--- config.mk ---
export PLATFORM = sky130hd
export DESIGN_NAME = lmp_fifo
export DESIGN_NICKNAME = d
export VERILOG_FILES = /design/src/design/lmp_pkg.sv /design/src/design/lmp_fifo.sv
export SDC_FILE = /design/constraint.sdc
export NUM_CORES = 1
export LEC_CHECK = 0
export BUFFER_PORTS_ARGS = -buffer_cell sky130_fd_sc_hd__clkbuf_2
export CAP_MARGIN = 20
export CORE_MARGIN = 2
export CORE_UTILIZATION = 61
export DETAILED_ROUTE_END_ITERATION = 8
export GPL_TIMING_DRIVEN = 0
export HOLD_SLACK_MARGIN = 0.02
export PLACE_DENSITY_LB_ADDON = 0.08
export SLEW_MARGIN = 20
export SYNTH_ARGS = -nofsm -noshare
export SYNTH_HDL_FRONTEND = slang
export SYNTH_SLANG_ARGS = --single-unit
--- constraint.sdc ---
create_clock -name clk -period 7.55 [get_ports clk]
set_input_delay 0.3775 -clock clk [delete_from_list [all_inputs] [get_ports clk]]
set_output_delay 0.3775 -clock clk [all_outputs]
set_load 0.05 [all_outputs]
--- src/design/lmp_pkg.sv ---
package lmp_pkg;

  // field widths
  localparam int LAT_W    = 30;
  localparam int LON_W    = 31;
  localparam int PIX_W    = 30;
  localparam int ZOOM_W   = 5;
  localparam int SHIFT_W  = 5;
  localparam int MAX_ZOOM = 22;
  localparam int TILE_LOG = 8;
  localparam int FRAC     = 44;

  // pipelined cordic length
  localparam int CORDIC_ITERATIONS = 32;

  // queue between front and back
  localparam int FIFO_DEPTH = 4;
  localparam int FIFO_AW    = $clog2(FIFO_DEPTH);

  localparam logic [ZOOM_W-1:0] ZOOM_RESET = ZOOM_W'(1);

  // degrees scaled by 2^22
  localparam logic [LAT_W-1:0] LAT_POLE = LAT_W'(90 * 4194304);
  localparam logic [31:0]      LON_HALF = 32'(180 * 4194304);
  localparam logic [LON_W-1:0] LON_FULL = LON_W'(360 * 4194304);

  localparam logic [63:0] ONE60 = 64'd1 << 60;

  // shift-subtract divide of constants, quotient over remainder
  function automatic logic [127:0] udivmod(input logic [63:0] a, input logic [63:0] d);
    logic [64:0] r;
    logic [63:0] q;
    r = '0;
    q = '0;
    for (int i = 63; i >= 0; i--) begin
      r = {r[63:0], a[i]};
      if (r >= {1'b0, d}) begin
        r    = r - {1'b0, d};
        q[i] = 1'b1;
      end
    end
    return {q, r[63:0]};
  endfunction

  function automatic logic [63:0] udiv(input logic [63:0] a, input logic [63:0] d);
    logic [127:0] qr;
    qr = udivmod(a, d);
    return qr[127:64];
  endfunction

  // arctangent or area tangent of 1/n as a 2^60 series
  function automatic logic [63:0] series(input logic [63:0] n, input logic alternate);
    logic [63:0] p;
    logic [63:0] sum;
    logic [63:0] t;
    logic        neg;
    p   = udiv(ONE60, n);
    sum = '0;
    neg = 1'b0;
    for (int k = 0; k < 64; k++) begin
      if (p != 64'd0) begin
        t   = udiv(p, 64'(2 * k + 1));
        sum = neg ? sum - t : sum + t;
        if (alternate) neg = !neg;
        p   = udiv(udiv(p, n), n);
      end
    end
    return sum;
  endfunction

  function automatic logic [63:0] to_q44(input logic [63:0] v);
    return (v + 64'd32768) >> 16;
  endfunction

  localparam logic [63:0] QP = (64'd4 * series(64'd5, 1'b1)) - series(64'd239, 1'b1);

  function automatic logic [63:0] atan_q(input int i);
    if (i == 0) return to_q44(QP);
    return to_q44(series(64'd1 << i, 1'b1));
  endfunction

  function automatic logic [63:0] atanh_q(input int i);
    if (i == 0) return 64'd0;
    return to_q44(series(64'd1 << i, 1'b0));
  endfunction

  // hyperbolic shift for a step, with the repeated steps 4, 13, 40
  function automatic int hyp_shift(input int step);
    int  sh;
    int  rep;
    logic again;
    sh    = 1;
    rep   = 4;
    again = 1'b0;
    for (int j = 0; j < step; j++) begin
      if (sh == rep && !again) begin
        again = 1'b1;
      end else begin
        if (sh == rep) begin
          rep   = 3 * rep + 1;
          again = 1'b0;
        end
        sh = sh + 1;
      end
    end
    return sh % 64;
  endfunction

  // fractional quotient a/d with extra bits
  function automatic logic [63:0] div_frac(input logic [63:0] a, input logic [63:0] d,
                                           input int bits);
    logic [127:0] qr;
    logic [63:0]  q;
    logic [63:0]  r;
    qr = udivmod(a, d);
    q  = qr[127:64];
    r  = qr[63:0];
    for (int i = 0; i < bits; i++) begin
      r = r << 1;
      q = q << 1;
      if (r >= d) begin
        r    = r - d;
        q[0] = 1'b1;
      end
    end
    return q;
  endfunction

  localparam logic [63:0] QUARTER_PI_Q = to_q44(QP);
  localparam logic [63:0] LN2_Q        = to_q44(64'd2 * series(64'd3, 1'b0));
  localparam logic [63:0] DEG2RAD_Q64  = udiv(QP << 4, 64'd45);
  localparam logic [63:0] INV2PI_Q64   = div_frac(ONE60, QP, 61);
  // floor(2^36 / 45) for the column divide
  localparam logic [30:0] COL_RECIP    = 31'(udiv(64'd1 << 36, 64'd45));
  localparam logic [7:0]  COL_DIV      = 8'd45;

  // classified word passed from front to back
  typedef struct packed {
    logic             coord_valid;
    logic             north;
    logic             polar;
    logic [28:0]      la;
    logic [LON_W-1:0] n_lon;
    logic             col_lo;
    logic             col_hi;
  } lmp_item_t;

  // side data riding along the back pipeline
  typedef struct packed {
    logic             coord_valid;
    logic             north;
    logic             polar;
    logic             col_clip;
    logic [PIX_W-1:0] px;
    logic [2:0]       k;
    logic             bad;
  } lmp_side_t;

endpackage

--- src/design/lmp_fifo.sv ---
module lmp_fifo (
  input  logic               clk,
  input  logic               rst_n,
  input  logic               push,
  input  lmp_pkg::lmp_item_t push_item,
  output logic               full,
  input  logic               pop,
  output lmp_pkg::lmp_item_t head,
  output logic               empty
);
  import lmp_pkg::*;

  lmp_item_t          mem_r [FIFO_DEPTH];
  logic [FIFO_AW-1:0] wr_ptr_r;
  logic [FIFO_AW-1:0] rd_ptr_r;
  logic [FIFO_AW:0]   cnt_r;

  assign full  = cnt_r == (FIFO_AW+1)'(FIFO_DEPTH);
  assign empty = cnt_r == '0;
  assign head  = mem_r[rd_ptr_r];

  // pointers and fill count
  always_ff @(posedge clk) begin
    if (!rst_n) begin
      wr_ptr_r <= '0;
      rd_ptr_r <= '0;
      cnt_r    <= '0;
    end else begin
      if (push) wr_ptr_r <= wr_ptr_r + FIFO_AW'(1);
      if (pop)  rd_ptr_r <= rd_ptr_r + FIFO_AW'(1);
      if (push && !pop) begin
        cnt_r <= cnt_r + (FIFO_AW+1)'(1);
      end else if (pop && !push) begin
        cnt_r <= cnt_r - (FIFO_AW+1)'(1);
      end
    end
  end

  // storage
  always_ff @(posedge clk) begin
    if (push) begin
      mem_r[wr_ptr_r] <= push_item;
    end
  end

endmodule

Word-level counts from Yosys, hierarchy flattened:

Memories as Yosys holds them, arrays and structs flattened. A register that Yosys moved wholly into a read port is not among the register bits.
Cells that the tools add are included.

* add/subtract/negate cells: 4
* equality and inequality tests: 1
* multiplexer cells: 6
* reduce and logical (&&, ||, !) cells: 6

Operators by type and width (number)
* $mux 3: 2
* $add 2x1->2 const B: 2
* $mux 2: 2
* $add 3x1->3 const B: 1
* $eq 3x3->1 const B: 1
* $logic_not 3->1: 1
* $sub 3x1->3 const B: 1
* $logic_and 1x1->1: 2
* $logic_not 1->1: 2
* $mux 1: 2
* $reduce_bool 2->1: 1

* register bits: 7
* RAM bits: 260
* input port bits: 69
* output and inout port bits: 67
* logic and storage cells: 21
* memories kept: 1

Memory list
* mem_r: depth 4, width 65, read ports 1, clocked after memory_dff 1, write ports 1, line lmp_fifo.sv:13 `lmp_item_t mem_r [FIFO_DEPTH];`

Longest topological paths before layout:

* word-level depth: 4
* gate-level depth with buffers: 7
* depth with buffers taken out: 7

Least setup slack after synthesis:

Ideal clock, no wire load.

* path kind: flip-flop to flip-flop
* start point: register wr_ptr_r[0]
* end point: memory mem_r[0][0] (netlist name) (enable)
* library setup time: 430 ps
* arrival: 2069 ps
* data required time: 7120 ps
* path slack: 5052 ps
* stages on the path, launching flop included: 4
* buffers on the path: 0
* period minus slack after synthesis: 2498 ps
* cell sequence: dfxtp_1 inv_1 ha_1 and2_1

RTL lines
* start, declared: line lmp_fifo.sv:14 `logic [FIFO_AW-1:0] wr_ptr_r;`
* start signal, assigned: line lmp_fifo.sv:29 `if (push) wr_ptr_r <= wr_ptr_r + FIFO_AW'(1);`
* end, declared: line lmp_fifo.sv:13

No word-level cell before the write port.

==> metrics.md <==
| Metric | Value |
|---|---|
| Asr flop ratio synth | `0%` |
| Rel. slew slack | `58.9%` |
| Antenna violations before repair | `0` |
| HPWL after detailed placement | `10,100 um` |
| Worst R2R Setup Slack | `5790 ps` |
| R2R Path End | `mem_r[2][12]` |
| RSZ-0062 raised after global routing | `false` |
| Grt ovf | `0` |
| Syn Area/Cell | `25.8 um2` |
| CTS H-tree lvls | `1` |
| Post-route core utilization | `73.9%` |
| Setup repair bufs after CTS | `0` |
| Drt wl/cell | `21.1 um` |
| Hold-fix buffers at CTS | `0` |
| Via count | `4,412` |
| Latest clock arrival within the worst-skew pair | `520 ps` |
| Num rows | `46` |
| Crit share post-route | `32.1%` |
| Area Overhead vs Synth | `18.5%` |
| Buffers on Ports | `135` |
| Pwr dens | `292 nW/um2` |
| Comb pwr share | `14.6%` |
| Worst Setup End Kind | `primary output` |
| Gr usage total | `19.9%` |
| Fin nets | `625` |
| Post-Syn Instances | `382` |
| Clock-pin slew on the worst setup and hold paths | `60 ps` |
| CTS Root Buffer Type | `clkbuf_16` |
| Synth warn | `0` |
| ANT cells | `0` |
| TritonCTS clock tree | `yes` |
| Worst Reg-to-Reg Cells | `4` |
| Slew Viols, Final | `0` |
| Die width | `131 um` |
| Arrival time at the worst endpoint | `2050 ps` |
| Core region area | `15,800 um2` |
| Hold Fails Final Rpt | `0` |
| First-pass GRT wire length | `26,000 um` |
| Critical path data required time | `7170 ps` |
| Synth Register Bits | `269` |
| # IOs | `136` |
| Leak Pwr | `4.02 nW` |
| Hold Path Class | `in2reg` |
| VDD IR max | `0.215 mV` |
| Sequential share of the synthesized area | `80.9%` |
| Power share of the sequential group | `50.7%` |
| PostCTS Resize Cnt | `0` |
| Max Cap Viol | `0` |
| Crit-path max FO | `10` |
| WHS Path Cells | `1` |
| Worst r2r src | `wr_ptr_r[0]` |
| DRC errors left | `0` |
| Net count after synthesis | `457` |
| Final setup fails | `0` |
| Maximum clock rate | `412 MHz` |
| First-pass iteration count of the detailed router | `4` |
| Main flop type after synthesis | `edfxtp_1` |
| Setup tns final | `0 ps` |
| Critical path class | `reg2out` |
| Routability cong. | `0.708` |
| Share of layout cells above drive strength 1 | `44.8%` |
| Pin count of the biggest net entering global routing | `38` |
| TritonCTS buffer count | `27` |
| Worst slew pin tran | `616 ps` |
| Initial Util | `62.4%` |
| Fin Hold WS | `74.5 ps` |
| WHS Endpoint | `mem_r[3][58]` |
| Minimum clock period | `2420 ps` |
| Internal power | `2.56 mW` |
| Clock sinks | `269` |
| Final ANT Viol Nets | `0` |
| Final Skew | `5.68 ps` |
| Synthesized cell area | `9870 um2` |
| Die ar. | `17,200 um2` |
| Post-synth EDFFs | `260` |
| Routed Wire Length | `16,500 um` |
| HP Start | `push_item[58]` |
| Clock network fraction of design power | `34.7%` |
| CTS max path bufs | `3` |
| DIE HEIGHT | `131 um` |
| Vias in the first global route | `4,729` |
| Synth cell types | `22` |
| Status | `completed` |
| Vias/cell | `5.63` |
| Startpoint types | `register` |
| Sw Ratio | `25.2%` |
| Iter 0 DRT Violations | `253` |
| Net switching power | `0.862 mW` |
-- layout make-up --
cell class                 count  area [um2]
inverter                       4        15.0
sequential                   269        7990
clock inverter                13        91.3
multi-input combinational     95        1720
tap                          216         270
timing repair buffer         139         756
fill                         931        4130
buffer                        14         153
clock buffer                  33         698
-- cells in the final DEF (no fill, tap or decap), types with 2 or more instances in the layout --
cell and instances:
edfxtp_1 260, clkbuf_2 135, mux4_2 65, clkbuf_16 27, buf_12 9, dfxtp_1 9
clkbuf_1 7, clkinv_1 7, buf_2 6, and2_1 5, ha_1 5, inv_1 4
and2_4 4, xor2_1 3, xnor2_1 2, mux2i_1 2, nor2b_1 2, clkinv_2 2
-- logic make-up after synthesis --
family	Yosys count	synth area share (%)
simple gates	15	0.925
xor+xnor	5	0.444
fa+ha+maj	6	0.837
mux	67	15.0
compound gates	2	0.127
buf+inv	18	1.70
flops	269	80.9
-- critical path: stages, from the launching register on --
cell and delay, ps:
dfxtp_1 320, buf_2 260, buf_2 330, mux4_2 360, clkbuf_2 250
-- flip-flops by register name, summed over array words and instances, names as in the netlist, named ones only --
register  cells
mem_r       260
wr_ptr_r      2
cnt_r         3
rd_ptr_r      2
-- synth_stat cells, types with 2 or more instances --
library cell	number	share of area [%]
edfxtp_1	260	79
mux4_2	65	15
and2_1	9	0.57
dfxtp_1	9	1.8
buf_2	6	0.30
buf_12	5	1.0
ha_1	5	0.63
inv_1	4	0.15
xor2_1	3	0.27
mux2i_1	2	0.20
nor2b_1	2	0.13
xnor2_1	2	0.18
-- routing by layer --
| layer | GRT usage (%) | vias to the layer above | part of all wire, % |
|---|---|---|---|
| li1 | - | 1972 | - |
| met1 | 27.8 | 2257 | 40 |
| met2 | 33.3 | 155 | 50 |
| met3 | 3.97 | 28 | 7.1 |
| met4 | 4.89 | 0 | 2.1 |
| met5 | 0 | - | 0 |
-- stage by stage --
step           instances  power (mW)  worst slack (ps)  instance area [um2]
2_1_floorplan        382        2.14              5050                 9870
3_3_place_gp         733        2.26              3890                10800
3_5_place_dp         737        2.27              5590                10900
4_1_cts              783        3.45              5060                11700
5_1_grt              783        3.53              4990                11700
6_report             783        3.42              5130                11700
-- how the worst max path moves through the flow --
stage                    to  slack, ps  cells past startpoint
6_report            head[2]       5130                      4
4_1_cts             head[2]       5060                      4
2_1_floorplan   mem_r[0][0]       5050                      3
3_5_place_dp       cnt_r[2]       5590                      7
3_3_place_gp   mem_r[0][20]       3890                      2
5_1_grt            head[48]       4990                      4
-- power groups by stage --
stage	Sequential, mW	Combinational, mW	Clock (mW)
finish	1.73	0.498	1.19
global route	1.74	0.525	1.27
CTS	1.73	0.506	1.21
detailed placement	1.76	0.504	0
global placement	1.77	0.489	0
floorplan	1.76	0.376	0
Note: power is estimated with default switching activity, not from simulation.
