File: config.mk
export PLATFORM = sky130hd
export DESIGN_NAME = lmp_front_flat
export DESIGN_NICKNAME = d
export VERILOG_FILES = /design/src/design/lmp_pkg.sv /design/src/design/lmp_if.sv /design/src/design/lmp_front.sv /design/src/flat_wrapper.sv
export SDC_FILE = /design/constraint.sdc
export NUM_CORES = 1
export LEC_CHECK = 0
export BUFFER_PORTS_ARGS = -buffer_cell sky130_fd_sc_hd__buf_4
export CAP_MARGIN = 20
export CORE_MARGIN = 2
export CORE_UTILIZATION = 50
export CTS_CLUSTER_SIZE = 28
export DETAILED_ROUTE_END_ITERATION = 8
export HOLD_SLACK_MARGIN = 0.1
export PLACE_DENSITY = 0.95
export REMOVE_ABC_BUFFERS = 1
export SYNTH_ARGS = -nofsm -noshare
export SYNTH_HDL_FRONTEND = slang
export SYNTH_SLANG_ARGS = --single-unit
File: constraint.sdc
create_clock -name clk -period 5.12 [get_ports clk]
set_input_delay 0.768 -clock clk [delete_from_list [all_inputs] [get_ports clk]]
set_output_delay 0.768 -clock clk [all_outputs]
set_load 0.1 [all_outputs]
File: src/design/lmp_pkg.sv
package lmp_pkg;

  // field widths
  localparam int LAT_W    = 30;
  localparam int LON_W    = 31;
  localparam int PIX_W    = 30;
  localparam int ZOOM_W   = 5;
  localparam int SHIFT_W  = 5;
  localparam int MAX_ZOOM = 22;
  localparam int TILE_LOG = 8;
  localparam int FRAC     = 44;

  // pipelined cordic length
  localparam int CORDIC_ITERATIONS = 32;

  // queue between front and back
  localparam int FIFO_DEPTH = 4;
  localparam int FIFO_AW    = $clog2(FIFO_DEPTH);

  localparam logic [ZOOM_W-1:0] ZOOM_RESET = ZOOM_W'(1);

  // degrees scaled by 2^22
  localparam logic [LAT_W-1:0] LAT_POLE = LAT_W'(90 * 4194304);
  localparam logic [31:0]      LON_HALF = 32'(180 * 4194304);
  localparam logic [LON_W-1:0] LON_FULL = LON_W'(360 * 4194304);

  localparam logic [63:0] ONE60 = 64'd1 << 60;

  // shift-subtract divide of constants, quotient over remainder
  function automatic logic [127:0] udivmod(input logic [63:0] a, input logic [63:0] d);
    logic [64:0] r;
    logic [63:0] q;
    r = '0;
    q = '0;
    for (int i = 63; i >= 0; i--) begin
      r = {r[63:0], a[i]};
      if (r >= {1'b0, d}) begin
        r    = r - {1'b0, d};
        q[i] = 1'b1;
      end
    end
    return {q, r[63:0]};
  endfunction

  function automatic logic [63:0] udiv(input logic [63:0] a, input logic [63:0] d);
    logic [127:0] qr;
    qr = udivmod(a, d);
    return qr[127:64];
  endfunction

  // arctangent or area tangent of 1/n as a 2^60 series
  function automatic logic [63:0] series(input logic [63:0] n, input logic alternate);
    logic [63:0] p;
    logic [63:0] sum;
    logic [63:0] t;
    logic        neg;
    p   = udiv(ONE60, n);
    sum = '0;
    neg = 1'b0;
    for (int k = 0; k < 64; k++) begin
      if (p != 64'd0) begin
        t   = udiv(p, 64'(2 * k + 1));
        sum = neg ? sum - t : sum + t;
        if (alternate) neg = !neg;
        p   = udiv(udiv(p, n), n);
      end
    end
    return sum;
  endfunction

  function automatic logic [63:0] to_q44(input logic [63:0] v);
    return (v + 64'd32768) >> 16;
  endfunction

  localparam logic [63:0] QP = (64'd4 * series(64'd5, 1'b1)) - series(64'd239, 1'b1);

  function automatic logic [63:0] atan_q(input int i);
    if (i == 0) return to_q44(QP);
    return to_q44(series(64'd1 << i, 1'b1));
  endfunction

  function automatic logic [63:0] atanh_q(input int i);
    if (i == 0) return 64'd0;
    return to_q44(series(64'd1 << i, 1'b0));
  endfunction

  // hyperbolic shift for a step, with the repeated steps 4, 13, 40
  function automatic int hyp_shift(input int step);
    int  sh;
    int  rep;
    logic again;
    sh    = 1;
    rep   = 4;
    again = 1'b0;
    for (int j = 0; j < step; j++) begin
      if (sh == rep && !again) begin
        again = 1'b1;
      end else begin
        if (sh == rep) begin
          rep   = 3 * rep + 1;
          again = 1'b0;
        end
        sh = sh + 1;
      end
    end
    return sh % 64;
  endfunction

  // fractional quotient a/d with extra bits
  function automatic logic [63:0] div_frac(input logic [63:0] a, input logic [63:0] d,
                                           input int bits);
    logic [127:0] qr;
    logic [63:0]  q;
    logic [63:0]  r;
    qr = udivmod(a, d);
    q  = qr[127:64];
    r  = qr[63:0];
    for (int i = 0; i < bits; i++) begin
      r = r << 1;
      q = q << 1;
      if (r >= d) begin
        r    = r - d;
        q[0] = 1'b1;
      end
    end
    return q;
  endfunction

  localparam logic [63:0] QUARTER_PI_Q = to_q44(QP);
  localparam logic [63:0] LN2_Q        = to_q44(64'd2 * series(64'd3, 1'b0));
  localparam logic [63:0] DEG2RAD_Q64  = udiv(QP << 4, 64'd45);
  localparam logic [63:0] INV2PI_Q64   = div_frac(ONE60, QP, 61);
  // floor(2^36 / 45) for the column divide
  localparam logic [30:0] COL_RECIP    = 31'(udiv(64'd1 << 36, 64'd45));
  localparam logic [7:0]  COL_DIV      = 8'd45;

  // classified word passed from front to back
  typedef struct packed {
    logic             coord_valid;
    logic             north;
    logic             polar;
    logic [28:0]      la;
    logic [LON_W-1:0] n_lon;
    logic             col_lo;
    logic             col_hi;
  } lmp_item_t;

  // side data riding along the back pipeline
  typedef struct packed {
    logic             coord_valid;
    logic             north;
    logic             polar;
    logic             col_clip;
    logic [PIX_W-1:0] px;
    logic [2:0]       k;
    logic             bad;
  } lmp_side_t;

endpackage

File: src/design/lmp_if.sv
interface lmp_in_if;
  import lmp_pkg::*;
  logic                    valid;
  logic                    ready;
  logic signed [LAT_W-1:0] latitude;
  logic signed [LON_W-1:0] longitude;
  logic                    coord_valid;

  modport source (output valid, latitude, longitude, coord_valid, input ready);
  modport sink (input valid, latitude, longitude, coord_valid, output ready);
endinterface


File: src/design/lmp_front.sv
module lmp_front (
  input  logic               clk,
  input  logic               rst_n,
  lmp_in_if.sink             in_ch,
  output lmp_pkg::lmp_item_t item,
  output logic               push,
  input  logic               full
);
  import lmp_pkg::*;

  logic             f_v_r;
  lmp_item_t        item_r;
  lmp_item_t        item_nxt;
  logic [LAT_W-1:0] lat_u;
  logic [LAT_W-1:0] la;
  logic [31:0]      n_full;
  logic             in_fire;

  assign in_ch.ready = !f_v_r || !full;
  assign in_fire     = in_ch.valid && in_ch.ready;
  assign push        = f_v_r && !full;
  assign item        = item_r;

  // classify latitude side, pole and column range
  always_comb begin
    lat_u  = in_ch.latitude;
    la     = lat_u[LAT_W-1] ? (~lat_u + LAT_W'(1)) : lat_u;
    n_full = LON_HALF + {in_ch.longitude[LON_W-1], in_ch.longitude};
    item_nxt.coord_valid = in_ch.coord_valid;
    item_nxt.north       = !lat_u[LAT_W-1] && (lat_u != '0);
    item_nxt.polar       = la >= LAT_POLE;
    item_nxt.la          = la[28:0];
    item_nxt.n_lon       = n_full[LON_W-1:0];
    item_nxt.col_lo      = n_full[31];
    item_nxt.col_hi      = !n_full[31] && (n_full[LON_W-1:0] >= LON_FULL);
  end

  // word register
  always_ff @(posedge clk) begin
    if (!rst_n) begin
      f_v_r <= 1'b0;
    end else if (in_fire) begin
      f_v_r <= 1'b1;
    end else if (push) begin
      f_v_r <= 1'b0;
    end
  end

  always_ff @(posedge clk) begin
    if (in_fire) begin
      item_r <= item_nxt;
    end
  end

endmodule

File: src/flat_wrapper.sv
// flat-port wrapper written by rule: the top's interface ports become plain ports
module lmp_front_flat import lmp_pkg::*;
  (clk, rst_n, item, push, full, in_ch_valid, in_ch_latitude, in_ch_longitude, in_ch_coord_valid, in_ch_ready);
  lmp_in_if in_ch_i ();
  input  logic clk;
  input  logic rst_n;
  output lmp_pkg::lmp_item_t item;
  output logic push;
  input  logic full;
  input wire logic [$bits(in_ch_i.valid)-1:0] in_ch_valid;
  input wire logic [$bits(in_ch_i.latitude)-1:0] in_ch_latitude;
  input wire logic [$bits(in_ch_i.longitude)-1:0] in_ch_longitude;
  input wire logic [$bits(in_ch_i.coord_valid)-1:0] in_ch_coord_valid;
  output wire logic [$bits(in_ch_i.ready)-1:0] in_ch_ready;
  assign in_ch_i.valid = in_ch_valid;
  assign in_ch_i.latitude = in_ch_latitude;
  assign in_ch_i.longitude = in_ch_longitude;
  assign in_ch_i.coord_valid = in_ch_coord_valid;
  assign in_ch_ready = in_ch_i.ready;
  lmp_front u_core (.clk(clk), .rst_n(rst_n), .in_ch(in_ch_i), .item(item), .push(push), .full(full));
endmodule
# After elaboration in Yosys (flattened, before gate mapping)
# Cells that the tools add are included.
# W data, S select, Z words.
[word_totals]
regBits = 66
wordCells = 27
in_bits = 66
output_inout_bits = 67
[classes]
bitwise_logic = 1
addsub = 2
muxes = 3
n_lt_le_gt_ge = 2
reduce_logical = 11
[ops]
columns = ["cell", "n"]
rows = [
  ["$add A31 B31 Y32 const A", 1],
  ["$ge A31 B31 Y1 const B", 1],
  ["$add A30 B1 Y30 const B", 1],
  ["$ge A30 B29 Y1 const B", 1],
  ["$mux W30", 1],
  ["$not A30 Y30", 1],
  ["$reduce_bool A30 Y1", 1],
  ["$logic_and A1 B1 Y1", 4],
  ["$logic_not A1 Y1", 4],
  ["$mux W1", 2],
  ["$reduce_bool A2 Y1", 1],
  ["$logic_or A1 B1 Y1", 1],
]

# Longest topological paths before layout
# Gate-level depths: netlist of run 1.
[logic_depth]
depth_word = 4
depth_mapped = 9
depth_no_buf = 7

# Worst setup path after synthesis of run 1
# No wires, ideal clock.
[synth_path]
path_type = "input to register"
from = "in full"
to = "reg u_core.item_r (netlist bit u_core.item[0]) (enable)"
arrival_time_ns = 3.081
setup_ns = 0.430
t_required_ns = 4.690
path_stages = 2
path_slack_ns = 1.610
path_buffers = 0
path_cell_list = "nand2_1 -> and2_1"
[synth_via]
elab_chain_len = 3
[synth_lines]
columns = ["item", "line_no", "text"]
rows = [
  ["start, declared", "flat_wrapper.sv:9", "input logic full;"],
  ["$logic_not A1 Y1", "lmp_front.sv:19", "assign in_ch.ready = !f_v_r || !full;"],
  ["$logic_or A1 B1 Y1", "lmp_front.sv:19", ""],
  ["$logic_and A1 B1 Y1", "lmp_front.sv:20", "assign in_fire = in_ch.valid && in_ch.ready;"],
  ["via u_core.in_fire", "lmp_front.sv:17", "logic in_fire;"],
  ["end signal, assigned", "lmp_front.sv:51", "item_r <= item_nxt;"],
  ["end, declared", "lmp_front.sv:12", "lmp_item_t item_r;"],
]
# The timed path passes the listed nets, and every way through them passes these cells.
# A chain may end at the register's enable or synchronous reset.

==> run_results.csv, run 1 <==
group,metric,value,unit
drt,route.detailed.drc,0,
clock_tree,cts_inserted_buffers,9,
sta,clock_skew,0.00590,ns
clock_tree,htreeDepth,3,
drt,first_iter_violations,142,
drt,wl_per_cell,16.2,um
min_path,min_path_type,"flop to flop",
power_and_ir_drop,powerDensity,363,nW/um^2
clock_tree,clkSlewWorstSetupHoldPaths,0.07,ns
setup_path,crit_type,"input port to flop",
synth,synthDistinctLibCells,41,
setup_path,worstSetupEndpointType,"flop",
drt,via_per_inst,5.42,
drt,drt_wl_total,6870,um
global_route,grt-ovfl-total,0,
finish,antenna_cells,0,
synth,synthCells,210,
synth,synthArstFlopShare,0,
power_and_ir_drop,peakVddDrop,223,uV
synth,synth-adder-area-share,0.0127,
placed_design,gp_congestion,0.903,
status,status,"finished clean",
global_route,grt_pass1_vias,2161,
synth,synth.avg_cell_area,14.0,um^2
synth,synth_xor_area_frac,0.0952,
sta,hold_violations,0,
drt,ant_nets,0,
synth,ys_seq_area_frac,0.670,
placed_design,dp_cells,408,
floorplanning,pin_count,133,
clock_tree,cts_sinks,66,
synth,synth_area,2940,um^2
synth,synth_top_family_by_area,"simple AND/OR/NAND/NOR gates",
floorplanning,dieArea,6520,um^2
floorplanning,rows,27,
synth,ys_ff_latch,66,
setup_path,critPathMaxFanout,5,
floorplanning,initial_core_util,0.525,
finish,drive_above_1_share,0.446,
drt,first_pass_iters,4,
setup_path,critPathRequiredTime,5.20,ns
sta,tns,0,ns
clock_tree,cts_resized,0,
synth,synth_mux_area_frac,0.00340,
drt,vias,2296,
floorplanning,floorplan.die.height,80.7,um
clock_tree,cts_root_buffer,"clkbuf_8",
finish,area_growth,42.4,%
clock_tree,clk_latency,0.32,ns
finish,fin_nets,416,
sta,fin_crit,2.87,ns
sta,worstMarginPinSlew,0.818,ns
floorplanning,die_w,80.7,um
sta,setup_viol,0,
placed_design,io_buffer_count,132,
global_route,grt_pass1_wl,10400,um
sta,max_freq,348,MHz
placed_design,dp_hpwl,5180,um
synth,yosys_warnings,0,
job,maxCapViolCount,0,
sta,slew_viol_final,0,
power_and_ir_drop,leakage,0.00166,uW
sta,slew_headroom,0.455,
sta,fin_crit_sh,0.561,
synth,synth-simple-area-share,0.122,
setup_path,cp-start-kind,"input port",
global_route,track_usage,0.215,
global_route,antenna_found_initial,0,
clock_tree,holdBufCountCts,0,
floorplanning,coreArea,5610,um^2
clock_tree,cts_tree,"yes",
sta,rsz0062_at_grt,"no",
clock_tree,ctsLongestPathBuffers,2,
setup_path,cp.arrival,2.95,ns
clock_tree,cts_setup_buffers,0,
finish,layout.cells.non_filler,424,
synth,ys.flop_type,"edfxtp_1",
synth,synth_compound_area_frac,0.0782,
global_route,grt_max_degree,66,
synth,synth_edf_count,65,
[flip-flops by register name (all words and copies together) (netlist names)]
name / flops
u_core.f_v_r: 1
u_core.item: 65
[routing by layer]
layer | up-vias | share of wire | track usage
li1 | 1076 | - | -
met1 | 1055 | 0.37 | 0.248
met2 | 147 | 0.50 | 0.383
met3 | 18 | 0.11 | 0.0589
met4 | 0 | 0.024 | 0.0831
met5 | - | 0 | 0
[through the flow]
step                hold slack [ns]  cell area [um^2]  utilization  power (uW)  worst slack, ns
floorplan                     0.487              2920            -         998             1.61
global placement              0.500              4010        0.714        1120             1.95
detailed placement            0.516              4010        0.714        1130             1.94
CTS                           0.529              4190        0.747        1530             2.30
global route                  0.592              4190        0.747        1580             2.17
finish                        0.530              4190        0.747        1520             2.25
[cell families after synthesis]
group / after synthesis
flops: 66
fa+ha+maj: 3
xor+xnor: 32
compound gates: 33
buf+inv: 14
simple gates: 61
mux: 1
[cells in the final DEF, fill, tap and decap left out, drive strengths merged, types with 2 or more instances in the layout]
| cell | count |
|---|---|
| nor2 | 4 |
| or3 | 6 |
| nor4 | 6 |
| nor3 | 6 |
| buf | 133 |
| o41ai | 4 |
| nand4b | 2 |
| nand2 | 13 |
| inv | 7 |
| xor2 | 3 |
| o31ai | 10 |
| or2 | 4 |
| a21oi | 5 |
| xnor2 | 29 |
| clkinv | 3 |
| nor2b | 2 |
| nand3 | 4 |
| o21ai | 9 |
| edfxtp | 65 |
| or4 | 4 |
| nand2b | 3 |
| clkbuf | 10 |
| ha | 3 |
| clkinvlp | 2 |
[critical path: stages]
cell and delay, ns:
buf_4 0.12, or4_4 0.54, or4b_4 0.59, a2111oi_0 0.40, nor3_1 0.09, a22o_1 0.24
a31o_1 0.20
[cells in the mapped netlist, drive strengths merged (2+ instances only)]
| cell | instances | area [um^2] |
|---|---|---|
| or2 | 4 | 25.0 |
| inv | 7 | 26.3 |
| nor2 | 4 | 15.0 |
| xor2 | 3 | 26.3 |
| ha | 3 | 37.5 |
| o41ai | 4 | 42.6 |
| nand4b | 2 | 17.5 |
| or3 | 6 | 40.0 |
| a21oi | 5 | 25.0 |
| o31ai | 10 | 75.1 |
| nor2b | 2 | 12.5 |
| edfxtp | 65 | 1950 |
| or4 | 4 | 35.0 |
| nor3 | 6 | 30.0 |
| nand2b | 3 | 18.8 |
| clkbuf | 6 | 22.5 |
| xnor2 | 29 | 254 |
| nor4 | 6 | 37.5 |
| nand2 | 13 | 48.8 |
| nand3 | 4 | 20.0 |
| o21ai | 9 | 45.0 |
[layout make-up]
| type | instances | area (um^2) |
|---|---|---|
| repair buffers | 133 | 998 |
| multi-input cells | 130 | 920 |
| fillers | 364 | 1420 |
| flip-flops and latches | 66 | 1970 |
| clock inverters | 6 | 57.6 |
| clock buffers | 10 | 128 |
| inverters | 7 | 26.3 |
| well taps | 72 | 90.1 |
[worst paths after layout]
| path | startpoint | endpoint | slack, ns | depth (start not counted) |
|---|---|---|---|---|
| max | in_ch_latitude[6] | u_core.item[62] | 2.25 | 7 |
| min | u_core.f_v_r | u_core.f_v_r | 0.53 | 2 |
| max reg2reg | u_core.f_v_r | u_core.item[63] | 3.55 | 3 |
| min reg2reg | u_core.f_v_r | u_core.f_v_r | 0.53 | 2 |
[where the power goes]
part	switching, uW	internal (uW)
combinational	351	108
clock	187	221
sequential	10.7	644
total	550	972
Note: power is estimated with default switching activity, not from simulation.
==> run 2, diff against run 1 <==
--- a/config.mk
+++ b/config.mk
@@ -8,11 +8,11 @@
 export BUFFER_PORTS_ARGS = -buffer_cell sky130_fd_sc_hd__buf_4
 export CAP_MARGIN = 20
 export CORE_MARGIN = 2
-export CORE_UTILIZATION = 50
+export CORE_UTILIZATION = 47
 export CTS_CLUSTER_SIZE = 28
 export DETAILED_ROUTE_END_ITERATION = 8
 export HOLD_SLACK_MARGIN = 0.1
-export PLACE_DENSITY = 0.95
+export PLACE_DENSITY = 0.91
 export REMOVE_ABC_BUFFERS = 1
 export SYNTH_ARGS = -nofsm -noshare
 export SYNTH_HDL_FRONTEND = slang
==> constraint.sdc (replaced) <==
create_clock -name clk -period 2.8 [get_ports clk]
set_input_delay 0.42 -clock clk [delete_from_list [all_inputs] [get_ports clk]]
set_output_delay 0.42 -clock clk [all_outputs]
set_load 0.1 [all_outputs]
==> run 2 against run 1 <==
Compared with the run above:
- worst setup slack lost 2.0 ns
- clock power grew 60%
- power grew 78%
- die area grew 6.1%
- non-clock buffer count grew 7
- register-to-register slack lost 2.4 ns
- via count grew 3.8%
- critical path type unchanged
- critical endpoint unchanged
- largest cell class unchanged
==> run_results.csv, run 2 (synthesis gave the netlist of run 1 again) <==
group,metric,value,unit
clock_tree,cts_setup_buffers,0,
floorplanning,floorplan.die.height,83.1,um
power_and_ir_drop,power,2710,uW
job,maxCapViolCount,0,
placed_design,dp_hpwl,6120,um
finish,fin_nets,423,
drt,ant_nets,0,
floorplanning,initial_core_util,0.491,
clock_tree,clkSlewWorstSetupHoldPaths,0.07,ns
power_and_ir_drop,leakage,0.00168,uW
power_and_ir_drop,powerDensity,639,nW/um^2
global_route,grt_pass1_wl,12200,um
clock_tree,cts_tree,"yes",
global_route,grt-ovfl-total,0,
clock_tree,cts_root_buffer,"clkbuf_8",
setup_path,cp.arrival,2.65,ns
floorplanning,die_w,83.1,um
clock_tree,cts_resized,0,
setup_path,worstSetupEndpointType,"flop",
sta,rsz0062_at_grt,"no",
drt,vias,2383,
placed_design,io_buffer_count,132,
setup_path,critPathMaxFanout,5,
clock_tree,clk_latency,0.32,ns
finish,antenna_cells,0,
setup_path,crit_type,"input port to flop",
clock_tree,ctsLongestPathBuffers,2,
sta,slew_viol_final,0,
finish,final_common_cell,"buf_4",
setup_path,cp-start-kind,"input port",
finish,final_area,4240,um^2
drt,drt_wl_total,7870,um
finish,drive_above_1_share,0.457,
global_route,grt_pass1_vias,2383,
sta,clock_skew,0.00577,ns
sta,setup_viol,0,
drt,route.detailed.drc,0,
sta,fin_crit,2.58,ns
finish,area_growth,43.9,%
power_and_ir_drop,peakVddDrop,362,uV
floorplanning,dieArea,6910,um^2
drt,wl_per_cell,18.1,um
clock_tree,htreeDepth,3,
drt,first_pass_iters,4,
drt,first_iter_violations,146,
finish,final_cell_mix,"buf_4 (139), edfxtp_1 (65), xnor2_1 (29)",
finish,largest_register_ffs,65,
clock_tree,cts_inserted_buffers,9,
setup_path,slowest_delay,0.59,ns
global_route,grt_max_degree,36,
global_route,track_usage,0.227,
floorplanning,coreArea,5990,um^2
clock_tree,holdBufCountCts,0,
sta,hold_violations,0,
placed_design,gp_congestion,0.853,
setup_path,cp_slowest_cell,"or4b_4",
sta,fin_crit_sh,0.921,
floorplanning,rows,28,
drt,via_per_inst,5.49,
clock_tree,cts_sinks,66,
setup_path,critPathRequiredTime,2.88,ns
placed_design,dpl-instance-area,4080,um^2
floorplanning,pin_count,133,
status,status,"finished clean",
global_route,antenna_found_initial,0,
sta,worstMarginPinSlew,0.677,ns
setup_path,crit_chain,"buf_4, or4_4, or4b_4, a2111oi_0, nor3_1, a22o_1, a31o_1",
sta,max_freq,388,MHz
min_path,min_path_type,"input port to flop",
sta,slew_headroom,0.549,
run 2: stage by stage:
step,setup TNS [ns],hold WS (ns),util,std cells,setup WS (ns)
after global placement,-0.0230,0.501,0.680,418,-0.0230
after global routing,0,0.260,0.707,434,0.157
final,0,0.273,0.707,434,0.221
after detailed placement,-0.129,0.531,0.680,418,-0.116
after floorplan,-23.54,0.487,-,203,-0.362
after CTS,0,0.260,0.707,434,0.250
run 2: critical path: cells and delay by family:
kind	cells	cell delay (ns)
AO/OA/AOI/OAI	3	0.89
buffers and inverters	1	0.12
AND/OR/NAND/NOR	3	1.21
run 2: final timing paths:
path | startpoint | to | slack (ns) | cells after the start
worst max-delay path | in_ch_latitude[6] | u_core.item[62] | 0.22 | 7
worst min register to register | u_core.f_v_r | u_core.f_v_r | 0.55 | 2
worst max register to register | u_core.f_v_r | u_core.item[45] | 1.18 | 3
worst min-delay path | in_ch_coord_valid | u_core.item[64] | 0.27 | 1
run 2: final cells by class:
class	instances	area, um^2
flip-flops and latches	66	1970
multi-input cells	130	920
repair buffers	140	1060
well taps	75	93.8
clock buffers	9	124
inverters	7	26.3
clock inverters	7	36.3
fillers	405	1760
run 2: report_power, final:
part | internal (uW) | switching, uW
registers | 1180 | 22.2
clock network | 308 | 345
logic | 204 | 650
total | 1690 | 1020
run 2: layer usage:
layer | track usage | part of all wire | vias to the layer above
met5 | 0 | 0 | -
met4 | 0.106 | 0.021 | 0
met3 | 0.0636 | 0.082 | 14
met2 | 0.400 | 0.53 | 117
met1 | 0.253 | 0.37 | 1162
li1 | - | - | 1090
